<file path="config.mk">
export PLATFORM = sky130hd
export DESIGN_NAME = glove_touch_qualifier
export DESIGN_NICKNAME = d
export VERILOG_FILES = /design/src/rtl/core/gtq_pkg.sv /design/src/rtl/core/gtq_front.sv /design/src/rtl/core/gtq_queue.sv /design/src/rtl/core/gtq_back.sv /design/src/rtl/core/glove_touch_qualifier.sv
export SDC_FILE = /design/constraint.sdc
export NUM_CORES = 2
export LEC_CHECK = 0
export BUFFER_PORTS_ARGS = -buffer_cell sky130_fd_sc_hd__buf_2
export CORE_ASPECT_RATIO = 1.2
export CORE_UTILIZATION = 25
export DETAILED_ROUTE_END_ITERATION = 7
export MAX_ROUTING_LAYER = met4
export PLACE_DENSITY_LB_ADDON = 0.08
export SYNTH_ARGS = -nofsm -noshare
export SYNTH_HDL_FRONTEND = slang
export SYNTH_SLANG_ARGS = --single-unit
</file>
<file path="constraint.sdc">
create_clock -name clk -period 21 [get_ports clk]
set_input_delay 2.1 -clock clk [delete_from_list [all_inputs] [get_ports clk]]
set_output_delay 2.1 -clock clk [all_outputs]
set_load 0.01 [all_outputs]
</file>
<file path="src/rtl/core/gtq_pkg.sv">
`timescale 1ns / 1ps
// Shared types and constants for the glove touch qualifier.
// No dependencies; imported by every module of the block.
package gtq_pkg;

  localparam int SLOT_W  = 4;
  localparam int POS_W   = 12;
  localparam int PRES_W  = 8;
  localparam int KIND_W  = 2;
  localparam int TIME_W  = 32;
  localparam int WIN_W   = 16;
  localparam int THR_W   = 12;
  localparam int CFG_IDX_W  = 1;
  localparam int CFG_DATA_W = 16;
  localparam int Q_DEPTH = 2;
  localparam int Q_AW    = 1;

  localparam logic [CFG_IDX_W-1:0] REG_FINGER_WINDOW  = 1'b0;
  localparam logic [CFG_IDX_W-1:0] REG_MOVE_THRESHOLD = 1'b1;

  localparam logic [WIN_W-1:0] WINDOW_RESET    = 16'd100;
  localparam logic [THR_W-1:0] THRESHOLD_RESET = 12'd30;

  localparam logic [KIND_W-1:0] KIND_FINGER  = 2'd0;
  localparam logic [KIND_W-1:0] KIND_UNKNOWN = 2'd3;

  typedef enum logic [1:0] {
    MODE_INIT   = 2'd0,
    MODE_FINGER = 2'd1,
    MODE_ZERO   = 2'd2,
    MODE_GLOVE  = 2'd3
  } mode_t;

  typedef enum logic [1:0] {
    ST_NONE    = 2'd0,
    ST_PRESS   = 2'd1,
    ST_RELEASE = 2'd2
  } status_t;

  typedef enum logic [2:0] {
    OP_RELEASE = 3'd0,
    OP_IGNORE  = 3'd1,
    OP_PASS    = 3'd2,
    OP_FINGER  = 3'd3,
    OP_FILTER  = 3'd4
  } op_t;

  typedef struct packed {
    op_t                op;
    logic [SLOT_W-1:0]  slot;
    logic [POS_W-1:0]   x;
    logic [POS_W-1:0]   y;
    logic [PRES_W-1:0]  pressure;
    logic [TIME_W-1:0]  now;
  } gtq_item_t;

endpackage

</file>
<file path="src/rtl/core/gtq_front.sv">
`timescale 1ns / 1ps
// Front end: takes input transactions and classifies them into queue items.
// Depends on gtq_pkg.
module gtq_front import gtq_pkg::*; #(
  parameter int FILTERED_SLOTS = 4,
  parameter int MAX_SLOTS      = 10
) (
  input  logic              rst_n,
  input  logic              in_valid,
  output logic              in_ready,
  input  logic              in_action,
  input  logic [SLOT_W-1:0] in_slot,
  input  logic [POS_W-1:0]  in_x_pos,
  input  logic [POS_W-1:0]  in_y_pos,
  input  logic [PRES_W-1:0] in_pressure,
  input  logic [KIND_W-1:0] in_contact_kind,
  input  logic [TIME_W-1:0] in_now_ms,
  input  logic              q_full,
  output logic              push,
  output gtq_item_t         push_item
);

  logic ignored;
  logic filtered;

  assign in_ready = rst_n && !q_full;
  assign push     = in_valid && in_ready;

  always_comb begin
    ignored  = ({1'b0, in_slot} >= (SLOT_W+1)'(MAX_SLOTS)) ||
               ((in_x_pos == '0) && (in_y_pos == '0));
    filtered = {1'b0, in_slot} < (SLOT_W+1)'(FILTERED_SLOTS);

    push_item.slot     = in_slot;
    push_item.x        = in_x_pos;
    push_item.y        = in_y_pos;
    push_item.pressure = in_pressure;
    push_item.now      = in_now_ms;

    if (in_action) begin
      push_item.op = OP_RELEASE;
    end else if (ignored) begin
      push_item.op = OP_IGNORE;
    end else if (!filtered || (in_contact_kind == KIND_UNKNOWN)) begin
      push_item.op = OP_PASS;
    end else if (in_contact_kind == KIND_FINGER) begin
      push_item.op = OP_FINGER;
    end else begin
      push_item.op = OP_FILTER;
    end
  end

endmodule

</file>
<file path="src/rtl/core/gtq_queue.sv">
`timescale 1ns / 1ps
// Two-entry queue between the front end and the back end.
// Depends on gtq_pkg.
module gtq_queue import gtq_pkg::*; (
  input  logic      clk,
  input  logic      rst_n,
  input  logic      push,
  input  gtq_item_t push_item,
  input  logic      pop,
  output logic      q_valid,
  output logic      q_full,
  output gtq_item_t q_item
);

  gtq_item_t         mem_r [Q_DEPTH];
  logic [Q_AW-1:0]   wr_ptr_r;
  logic [Q_AW-1:0]   rd_ptr_r;
  logic [Q_AW:0]     count_r;

  assign q_valid = count_r != '0;
  assign q_full  = count_r == (Q_AW+1)'(Q_DEPTH);
  assign q_item  = mem_r[rd_ptr_r];

  always_ff @(posedge clk) begin
    if (push) begin
      mem_r[wr_ptr_r] <= push_item;
    end
  end

  always_ff @(posedge clk) begin
    if (!rst_n) begin
      wr_ptr_r <= '0;
      rd_ptr_r <= '0;
      count_r  <= '0;
    end else begin
      if (push) begin
        wr_ptr_r <= wr_ptr_r + 1'b1;
      end
      if (pop) begin
        rd_ptr_r <= rd_ptr_r + 1'b1;
      end
      case ({push, pop})
        2'b10:   count_r <= count_r + 1'b1;
        2'b01:   count_r <= count_r - 1'b1;
        default: count_r <= count_r;
      endcase
    end
  end

endmodule

</file>
<file path="src/rtl/core/gtq_back.sv">
`timescale 1ns / 1ps
// Back end: mode and per-slot anchor state, qualification and output register.
// Depends on gtq_pkg; also holds the configuration registers.
module gtq_back import gtq_pkg::*; #(
  parameter int FILTERED_SLOTS = 4
) (
  input  logic                  clk,
  input  logic                  rst_n,
  input  logic                  cfg_valid,
  output logic                  cfg_ready,
  input  logic [CFG_IDX_W-1:0]  cfg_index,
  input  logic [CFG_DATA_W-1:0] cfg_data,
  input  logic                  q_valid,
  input  gtq_item_t             q_item,
  output logic                  pop,
  output logic                  out_valid,
  input  logic                  out_ready,
  output logic [SLOT_W-1:0]     out_slot,
  output logic [POS_W-1:0]      out_x,
  output logic [POS_W-1:0]      out_y,
  output logic [PRES_W-1:0]     out_pressure,
  output logic [1:0]            out_report_status
);

  localparam int FW = (FILTERED_SLOTS > 1) ? $clog2(FILTERED_SLOTS) : 1;

  logic [WIN_W-1:0]    window_r;
  logic [THR_W-1:0]    threshold_r;
  logic [2*THR_W-1:0]  thr_sq_r;

  mode_t               mode_r, mode_nxt;
  logic                anchor_valid_r [FILTERED_SLOTS];
  logic [POS_W-1:0]    anchor_x_r     [FILTERED_SLOTS];
  logic [POS_W-1:0]    anchor_y_r     [FILTERED_SLOTS];
  logic [TIME_W-1:0]   finger_time_r  [FILTERED_SLOTS];

  logic                out_valid_r;
  logic [SLOT_W-1:0]   out_slot_r, out_slot_nxt;
  logic [POS_W-1:0]    out_x_r, out_x_nxt;
  logic [POS_W-1:0]    out_y_r, out_y_nxt;
  logic [PRES_W-1:0]   out_pressure_r, out_pressure_nxt;
  status_t             out_status_r, out_status_nxt;

  logic [FW-1:0]       idx;
  logic [POS_W-1:0]    dx, dy;
  logic [2*POS_W-1:0]  dx_sq, dy_sq;
  logic [2*POS_W:0]    dist_sq;
  logic [TIME_W-1:0]   gap;
  logic                in_window;
  logic                far;
  logic                report;
  logic                anchor_wr;
  logic                ftime_wr;
  logic                release_op;

  assign cfg_ready = 1'b1;
  assign pop       = q_valid && (!out_valid_r || out_ready);

  always_ff @(posedge clk) begin
    if (!rst_n) begin
      window_r    <= WINDOW_RESET;
      threshold_r <= THRESHOLD_RESET;
      thr_sq_r    <= THRESHOLD_RESET * THRESHOLD_RESET;
    end else begin
      thr_sq_r <= threshold_r * threshold_r;
      if (cfg_valid) begin
        case (cfg_index)
          REG_FINGER_WINDOW:  window_r    <= cfg_data[WIN_W-1:0];
          REG_MOVE_THRESHOLD: threshold_r <= cfg_data[THR_W-1:0];
          default:            window_r    <= window_r;
        endcase
      end
    end
  end

  always_comb begin
    idx       = q_item.slot[FW-1:0];
    dx        = (anchor_x_r[idx] > q_item.x) ? (anchor_x_r[idx] - q_item.x)
                                             : (q_item.x - anchor_x_r[idx]);
    dy        = (anchor_y_r[idx] > q_item.y) ? (anchor_y_r[idx] - q_item.y)
                                             : (q_item.y - anchor_y_r[idx]);
    dx_sq     = dx * dx;
    dy_sq     = dy * dy;
    dist_sq   = {1'b0, dx_sq} + {1'b0, dy_sq};
    far       = dist_sq >= {1'b0, thr_sq_r};
    gap       = q_item.now - finger_time_r[idx];
    in_window = (gap != '0) && (gap <= {{(TIME_W-WIN_W){1'b0}}, window_r});

    mode_nxt   = mode_r;
    report     = 1'b0;
    anchor_wr  = 1'b0;
    ftime_wr   = 1'b0;
    release_op = 1'b0;

    case (q_item.op)
      OP_RELEASE: release_op = 1'b1;
      OP_IGNORE:  report = 1'b0;
      OP_PASS:    report = 1'b1;
      OP_FINGER: begin
        mode_nxt = MODE_FINGER;
        report   = 1'b1;
      end
      OP_FILTER: begin
        case (mode_r)
          MODE_INIT: begin
            mode_nxt = MODE_GLOVE;
            report   = 1'b1;
          end
          MODE_FINGER: begin
            if (in_window) begin
              ftime_wr = 1'b1;
            end else begin
              mode_nxt = MODE_ZERO;
            end
          end
          MODE_ZERO: begin
            if (!anchor_valid_r[idx]) begin
              anchor_wr = 1'b1;
            end else if (far) begin
              mode_nxt = MODE_GLOVE;
            end
          end
          default: report = 1'b1;
        endcase
      end
      default: report = 1'b0;
    endcase

    out_slot_nxt     = release_op ? '0 : q_item.slot;
    out_x_nxt        = report ? q_item.x : '0;
    out_y_nxt        = report ? q_item.y : '0;
    out_pressure_nxt = report ? q_item.pressure : '0;
    if (release_op) begin
      out_status_nxt = ST_RELEASE;
    end else if (report) begin
      out_status_nxt = ST_PRESS;
    end else begin
      out_status_nxt = ST_NONE;
    end
  end

  always_ff @(posedge clk) begin
    if (!rst_n) begin
      mode_r <= MODE_INIT;
      for (int i = 0; i < FILTERED_SLOTS; i++) begin
        anchor_valid_r[i] <= 1'b0;
        anchor_x_r[i]     <= '0;
        anchor_y_r[i]     <= '0;
        finger_time_r[i]  <= '0;
      end
    end else if (pop) begin
      mode_r <= mode_nxt;
      if (release_op) begin
        for (int i = 0; i < FILTERED_SLOTS; i++) begin
          anchor_valid_r[i] <= 1'b0;
          if (mode_r == MODE_FINGER) begin
            finger_time_r[i] <= q_item.now;
          end
        end
      end
      if (anchor_wr) begin
        anchor_valid_r[idx] <= 1'b1;
        anchor_x_r[idx]     <= q_item.x;
        anchor_y_r[idx]     <= q_item.y;
      end
      if (ftime_wr) begin
        finger_time_r[idx] <= q_item.now;
      end
    end
  end

  always_ff @(posedge clk) begin
    if (!rst_n) begin
      out_valid_r <= 1'b0;
    end else if (pop) begin
      out_valid_r <= 1'b1;
    end else if (out_ready) begin
      out_valid_r <= 1'b0;
    end
  end

  always_ff @(posedge clk) begin
    if (pop) begin
      out_slot_r     <= out_slot_nxt;
      out_x_r        <= out_x_nxt;
      out_y_r        <= out_y_nxt;
      out_pressure_r <= out_pressure_nxt;
      out_status_r   <= out_status_nxt;
    end
  end

  assign out_valid         = out_valid_r;
  assign out_slot          = out_slot_r;
  assign out_x             = out_x_r;
  assign out_y             = out_y_r;
  assign out_pressure      = out_pressure_r;
  assign out_report_status = out_status_r;

endmodule

</file>
<file path="src/rtl/core/glove_touch_qualifier.sv">
`timescale 1ns / 1ps
// Glove touch qualifier: suppresses glove and stylus contacts after finger use
// until they move away from an anchor point; one result per slot report.
// Input channel in_*: one slot report or a release frame (in_action high) per
// transaction. Output channel out_*: exactly one result per input transaction,
// in order, with out_report_status 0 none, 1 press, 2 release.
// Configuration channel cfg_*: index 0 finger window in ms, index 1 movement
// threshold; always ready, write only while the block is idle.
// A transaction is registered in the queue, then in the output register; throughput is one
// transaction per cycle while the receiver accepts, set by the combinational qualify step in the back end.
// A two-entry queue sits between front and back end and the result sits in an
// output register, so a stalled receiver stalls the back end first and the
// input side only once the queue is full; nothing is dropped.
// Reset (rst_n low, synchronous) empties the queue and the output register,
// sets the mode to init, clears all anchors and finger times and restores the
// configuration defaults (100 ms, 30 units). No clearing pass is needed.
// Depends on gtq_pkg, gtq_front, gtq_queue and gtq_back.
module glove_touch_qualifier import gtq_pkg::*; #(
  parameter int FILTERED_SLOTS = 4,
  parameter int MAX_SLOTS      = 10
) (
  input  logic                  clk,
  input  logic                  rst_n,
  input  logic                  in_valid,
  output logic                  in_ready,
  input  logic                  in_action,
  input  logic [SLOT_W-1:0]     in_slot,
  input  logic [POS_W-1:0]      in_x_pos,
  input  logic [POS_W-1:0]      in_y_pos,
  input  logic [PRES_W-1:0]     in_pressure,
  input  logic [KIND_W-1:0]     in_contact_kind,
  input  logic [TIME_W-1:0]     in_now_ms,
  output logic                  out_valid,
  input  logic                  out_ready,
  output logic [SLOT_W-1:0]     out_slot,
  output logic [POS_W-1:0]      out_x,
  output logic [POS_W-1:0]      out_y,
  output logic [PRES_W-1:0]     out_pressure,
  output logic [1:0]            out_report_status,
  input  logic                  cfg_valid,
  output logic                  cfg_ready,
  input  logic [CFG_IDX_W-1:0]  cfg_index,
  input  logic [CFG_DATA_W-1:0] cfg_data
);

  logic      push;
  logic      pop;
  logic      q_valid;
  logic      q_full;
  gtq_item_t push_item;
  gtq_item_t q_item;

  gtq_front #(
    .FILTERED_SLOTS (FILTERED_SLOTS),
    .MAX_SLOTS      (MAX_SLOTS)
  ) u_front (
    .rst_n           (rst_n),
    .in_valid        (in_valid),
    .in_ready        (in_ready),
    .in_action       (in_action),
    .in_slot         (in_slot),
    .in_x_pos        (in_x_pos),
    .in_y_pos        (in_y_pos),
    .in_pressure     (in_pressure),
    .in_contact_kind (in_contact_kind),
    .in_now_ms       (in_now_ms),
    .q_full          (q_full),
    .push            (push),
    .push_item       (push_item)
  );

  gtq_queue u_queue (
    .clk       (clk),
    .rst_n     (rst_n),
    .push      (push),
    .push_item (push_item),
    .pop       (pop),
    .q_valid   (q_valid),
    .q_full    (q_full),
    .q_item    (q_item)
  );

  gtq_back #(
    .FILTERED_SLOTS (FILTERED_SLOTS)
  ) u_back (
    .clk               (clk),
    .rst_n             (rst_n),
    .cfg_valid         (cfg_valid),
    .cfg_ready         (cfg_ready),
    .cfg_index         (cfg_index),
    .cfg_data          (cfg_data),
    .q_valid           (q_valid),
    .q_item            (q_item),
    .pop               (pop),
    .out_valid         (out_valid),
    .out_ready         (out_ready),
    .out_slot          (out_slot),
    .out_x             (out_x),
    .out_y             (out_y),
    .out_pressure      (out_pressure),
    .out_report_status (out_report_status)
  );

endmodule

</file>
* After elaboration in Yosys (flattened, before gate mapping)
Memory sizes are Yosys's and may differ from the RTL's. A register that Yosys moved wholly into a read port is not among the register bits.
Index checks and enable logic that the tools add are counted.
** Word-level totals
- Register bits :: 97
- Bits in writable memories :: 370
- Bits of input ports :: 93
- Word-level logic and storage cells :: 155
- Memories kept :: 5
** Memory list
- u_queue.mem_r :: depth 2, width 71, read ports 1, clocked after memory_dff 1, wr ports 1, RTL line gtq_queue.sv:15 : gtq_item_t mem_r [Q_DEPTH];
- u_back.finger_time_r :: depth 4, width 32, read ports 1, clocked after memory_dff 0, wr ports 4, RTL line gtq_back.sv:35 : logic [TIME_W-1:0] finger_time_r [FILTERED_SLOTS];
- u_back.anchor_x_r :: depth 4, width 12, read ports 1, clocked after memory_dff 0, wr ports 4, RTL line gtq_back.sv:33 : logic [POS_W-1:0] anchor_x_r [FILTERED_SLOTS];
- u_back.anchor_y_r :: depth 4, width 12, read ports 1, clocked after memory_dff 0, wr ports 4, RTL line gtq_back.sv:34 : logic [POS_W-1:0] anchor_y_r [FILTERED_SLOTS];
- u_back.anchor_valid_r :: depth 4, width 1, read ports 1, clocked after memory_dff 0, wr ports 4, RTL line gtq_back.sv:32 : logic anchor_valid_r [FILTERED_SLOTS];
** Operators by class
- Add/subtract/negate cells :: 10
- Multipliers :: 3
- Order comparisons :: 6
- Eq/ne operators :: 13
- Muxes and demuxes :: 66
- Bitwise logic cells :: 9
- Reduce and logical (&&, ||, !) cells :: 30
** Operators by type and width (count)
- 32-bit 2-to-1 mux :: 5
- 12-bit by 12-bit multiplier with 24-bit output :: 3
- 12-bit 2-to-1 mux :: 4
- 12-bit subtractor :: 4
- 1-bit 2-to-1 mux :: 42
- 32-bit by 16-bit <= comparator with 1-bit output :: 1
- 32-bit nonzero test :: 1
- 32-bit OR reduction :: 1
- 32-bit subtractor :: 1
- 24-bit by 24-bit adder with 25-bit output :: 1
- 25-bit by 24-bit >= comparator with 1-bit output :: 1
- 12-bit > comparator :: 2
- 12-bit zero test :: 2
- 12-bit OR reduction :: 2
- 2-bit 2-to-1 mux :: 7
- 3-bit 2-to-1 mux :: 4
- 2-bit == test, second input constant :: 4
- 1-bit bitwise OR :: 8
- 2-bit one-hot mux with 2 select lines :: 2
- 2-bit nonzero test :: 4
- 3-bit by 2-bit == test with 1-bit output, second input constant :: 2
- 3-bit by 2-bit != test with 1-bit output, second input constant :: 2
- 2-bit one-hot mux with 3 select lines :: 1
- 6-bit AND reduction :: 1
- 19 further kinds :: 32

* Depth between registers and ports, before layout
An unclocked memory read counts as a cell.
- Depth after elaboration :: 13
- Depth in mapped cells :: 54

* Modules after synthesis
A second synthesis with hierarchy kept.
** Second synthesis, totals
- Cell total of the unflattened synthesis :: 3232
- Area total of the unflattened synthesis :: 35894.4 um^2
** By module, submodules not included
- gtq_back :: instances 1, cells each 2899, area each 29912.4 um^2, seq. area each 9028.7 um^2
- gtq_queue :: instances 1, cells each 243, area each 5322.6 um^2, seq. area each 4364.2 um^2
- gtq_front :: instances 1, cells each 90, area each 659.4 um^2, seq. area each 0.0 um^2

* Worst setup path after synthesis
Ideal clock, no wire load.
- Kind :: reg-to-reg
- Start point :: register with a tool-made name
- End point :: register u_back.mode_r[0]
- Library setup time :: 0.106 ns
- Arrival time :: 12.026 ns
- Data required time :: 20.894 ns
- Path slack :: 8.868 ns
- Cell stages (with the launch flop) :: 49
- Clock period less this slack :: 12.132 ns
- Path through :: dfxtp_1 > buf_1 > clkbuf_1 > clkbuf_1 > mux2i_1 > inv_1 > ha_1 > inv_1 > fa_1 > a21o_1 > a21o_1 > a2111oi_0 > nor3_1 > o31a_1 > buf_1 > buf_2 > o221ai_1 > xor2_1 > [13 not listed] > ha_1 > or2_2 > a21oi_1 > or3_1 > a31oi_1 > a41oi_1 > nor2_1 > o21ai_0 > nand2b_1 > a21oi_1 > xnor2_1 > ha_1 > a21o_1 > a211oi_1 > o21ai_0 > a21oi_1 > a211oi_1 > o311ai_0
** RTL lines
- end signal, assigned :: RTL line gtq_back.sv:152 : mode_r <= mode_nxt;
- end, declared :: RTL line gtq_back.sv:31 : mode_t mode_r, mode_nxt;

==> summary.md <==
- share of the clock period used by the worst path: 66.8%
- Peak Freq: 71.3 MHz
- fraction of synthesized cell area taken by the top area cell type: 35.0%
- hold-fix buffers at CTS: 0
- area overhead of the layout relative to synthesis: 13.6%
- port buffer count: 132
- biggest area consumer among synthesized cells: edfxtp_1
- Ports: 134
- HPWL after detailed placement: 72.0 mm
- kind of capture point of the worst setup path: flip-flop
- final hold vios: 0
- post-synth cell types: 89
- reg-to-reg slack, setup: 6.97 ns
- number of buffers added by the clock tree synthesis step: 56
- Synth Net Count: 3841
- pin count of the biggest net entering global routing: 58
- portion of the post-synthesis area used by sequential elements: 38.6%
- synthesized area per cell: 10.9 µm²
- Worst Max-Slew Pin Slew: 1.02 ns
- Syn. warnings: 0
- cell at the root of the clock tree: clkbuf_16
- Area after DPL: 37600 µm²
- Final setup viols: 0
- Setup Total Neg Slack: 0 ns
- die boundary width: 342 µm
- critical path's slowest cell: mux2_4
- Post-Synthesis Cell Area: 34700 µm²
- H-tree levels: 2
- Cells after Synth: 3177
- worst min-delay path class: reg -> reg
- main combinational cell family by area after synthesis: adder cells
- fraction of layout cells with a size suffix above 1: 11.7%
- startpoint class of the critical path: flip-flop
- slew margin rel.: 32.0%
- clock-pin slew on the worst setup and hold paths: 0.06 ns
- Post-synth top cells: inv_1, nor2_1, edfxtp_1, fa_1, ha_1
- Synth async-reset ratio: 0%
- Worst Path Max Fanout: 33
- die height: 410 µm
- Post-Route Skew: 0.0669 ns
- share of cell area taken by muxes after synthesis: 6.44%
- DRC violations left: 12
- number of pins exceeding their max-slew limit in the final report: 0
- result of the run: complete, but fails checks
- Vias: 22621
- endpoint required time on the critical path: 21.54 ns
- maximum root-to-sink buffer count: 3
- routed length per instance: 18.5 µm
- CTS tree: yes
- # nets final: 3985
- first-pass GRT wire length: 149 mm
- total congestion overflow: 0
- count of clock tree sinks: 467
- worst setup path class: reg -> reg
- number of setup buffers added after CTS: 0
- xor and xnor fraction of the mapped netlist area: 2.39%
- Initial Utilization: 25.2%
- max capacitance violation total: 0
- initial antenna violation count: 5
- std cell rows: 149
- via density per instance: 4.37
- Total Die Area: 140000 µm²
- Worst path most repeated cell: fa_1
- Core Footprint: 138000 µm²
- remaining antenna violation count: 0
- number of flops mapped to enable cells by yosys: 404
- post-synthesis compound-gate area fraction: 6.71%
- post-layout min period: 14.03 ns
- cells taking the most area after synthesis: edfxtp_1, fa_1, ha_1
- delay of the slowest cell on the worst path: 0.75 ns
- Clock Latency Late Sink: 0.69 ns
- startpoint of the worst hold path: u_back.anchor_valid_r[1]$_DFF_P_
- Detailed Route WL: 96.0 mm
- Most used DFF post-synth: edfxtp_1
- area share of and/or/nand/nor cells after synthesis: 11.6%
- Worst Path Arrival: 14.57 ns
- Yosys reg bits: 467
- most used standard cell by instance count after synthesis: inv_1
- post-synthesis adder-cell area fraction: 26.8%
- RSZ-0062 raised after global routing: false
- failing checks: DRC
- Fillers: 14486
- gp weighted congestion: 0.787
- total global routing track utilization: 14.4%
- iteration-0 DRC count of the detailed router: 1105
- Pre-antenna DRT Iters: 7
- via count of the first global-routing pass: 24585
- Gates resized, CTS repair: 0
- total non-filler cell area in the finished layout: 39400 µm²
==> worst max-delay path, delay by kind of cell, from the launching register on <==
family / cells / cell delay (ns)
compound gates: 18 / 4.41
xor+xnor: 1 / 0.15
fa+ha+maj: 11 / 4.79
buf+inv: 8 / 1.09
flops: 1 / 0.56
mux: 4 / 1.90
simple gates: 5 / 0.92
==> cells by family (layout without fill, tap and decap cells) <==
| kind of cell | after synthesis | in the layout |
|---|---|---|
| adders and majority gates | 571 | 571 |
| xor gates and xnor gates | 94 | 94 |
| muxes | 151 | 151 |
| other | 1 | 5 |
| AOI/OAI and AO/OA | 352 | 352 |
| DFF | 467 | 467 |
| buffers and inverters | 652 | 837 |
| and+or+nand+nor | 889 | 889 |
==> cell usage in the layout (no fill, tap or decap), types with 11 or more instances in the layout <==
cell type,synthesis,layout
inv_1,547,546
nor2_1,437,434
edfxtp_1,404,404
fa_1,287,287
ha_1,284,284
nand2_1,175,171
buf_2,5,132
a21oi_1,108,108
mux2i_1,86,85
dfxtp_1,63,62
mux4_2,57,57
clkbuf_16,0,56
o21ai_0,55,55
buf_4,2,55
and2_1,53,53
xnor2_1,52,52
a21o_1,45,45
xor2_1,41,40
nor3_1,37,37
nand3_1,29,28
or2_2,27,27
nand2b_1,27,27
nor2b_1,21,21
nand4_1,21,21
a31oi_1,21,21
nor4_1,17,17
clkbuf_1,62,15
o21a_1,14,14
o21bai_1,13,13
and3_1,11,11
==> path summary, 6_finish.rpt <==
check | to | cells past startpoint
setup / recovery | u_back.mode_r[0]$_SDFFE_PN0P_ | 47
hold reg to reg | u_back.anchor_valid_r[1]$_DFF_P_ | 2
hold / removal | u_back.anchor_valid_r[1]$_DFF_P_ | 2
setup reg to reg | u_back.mode_r[0]$_SDFFE_PN0P_ | 47
==> layer usage <==
layer | global-route usage [%] | vias to the layer above | wire length [µm]
li1 | - | 10900 | -
met1 | 18.6 | 11372 | 44800
met2 | 24.1 | 268 | 47000
met3 | 1.48 | 81 | 2560
met4 | 3.01 | 0 | 1630
met5 | - | - | 0
==> metrics by stage <==
step                std cells  util, %  setup slack, ns  hold slack (ns)
floorplan                3177        -             8.87            0.418
global placement         5075     27.3             7.19            0.436
detailed placement       5075     27.3             6.82            0.436
CTS                      5174     28.6             6.81            0.445
global route             5177     28.6             5.75            0.468
finish                   5178     28.6             6.97            0.446
==> registers in the layout, summed over array words and instances (netlist names), 12 cells and up, named ones only <==
signal                cells
u_back.out_y             12
u_back.thr_sq_r          23
u_back.window_r          16
u_back.out_x             12
u_back.anchor_y_r        48
u_back.threshold_r       12
u_back.anchor_x_r        48
u_queue.mem_r           142
u_back.finger_time_r    128
==> layout make-up <==
type                    count  area, µm²  area share [%]
clock buffers              71       1460            3.70
multi-input cells        2058      18800            47.6
flip-flops and latches    467      13400            34.0
clock inverters            28        373           0.946
diodes                      4       10.0          0.0254
inverters                 551       2070            5.25
repair buffers            187       1070            2.72
well taps                1812       2270            5.75
Power is left out: the tool's default activity adds up to more than one toggle a clock period on the data nets, which glitch-free logic cannot reach.
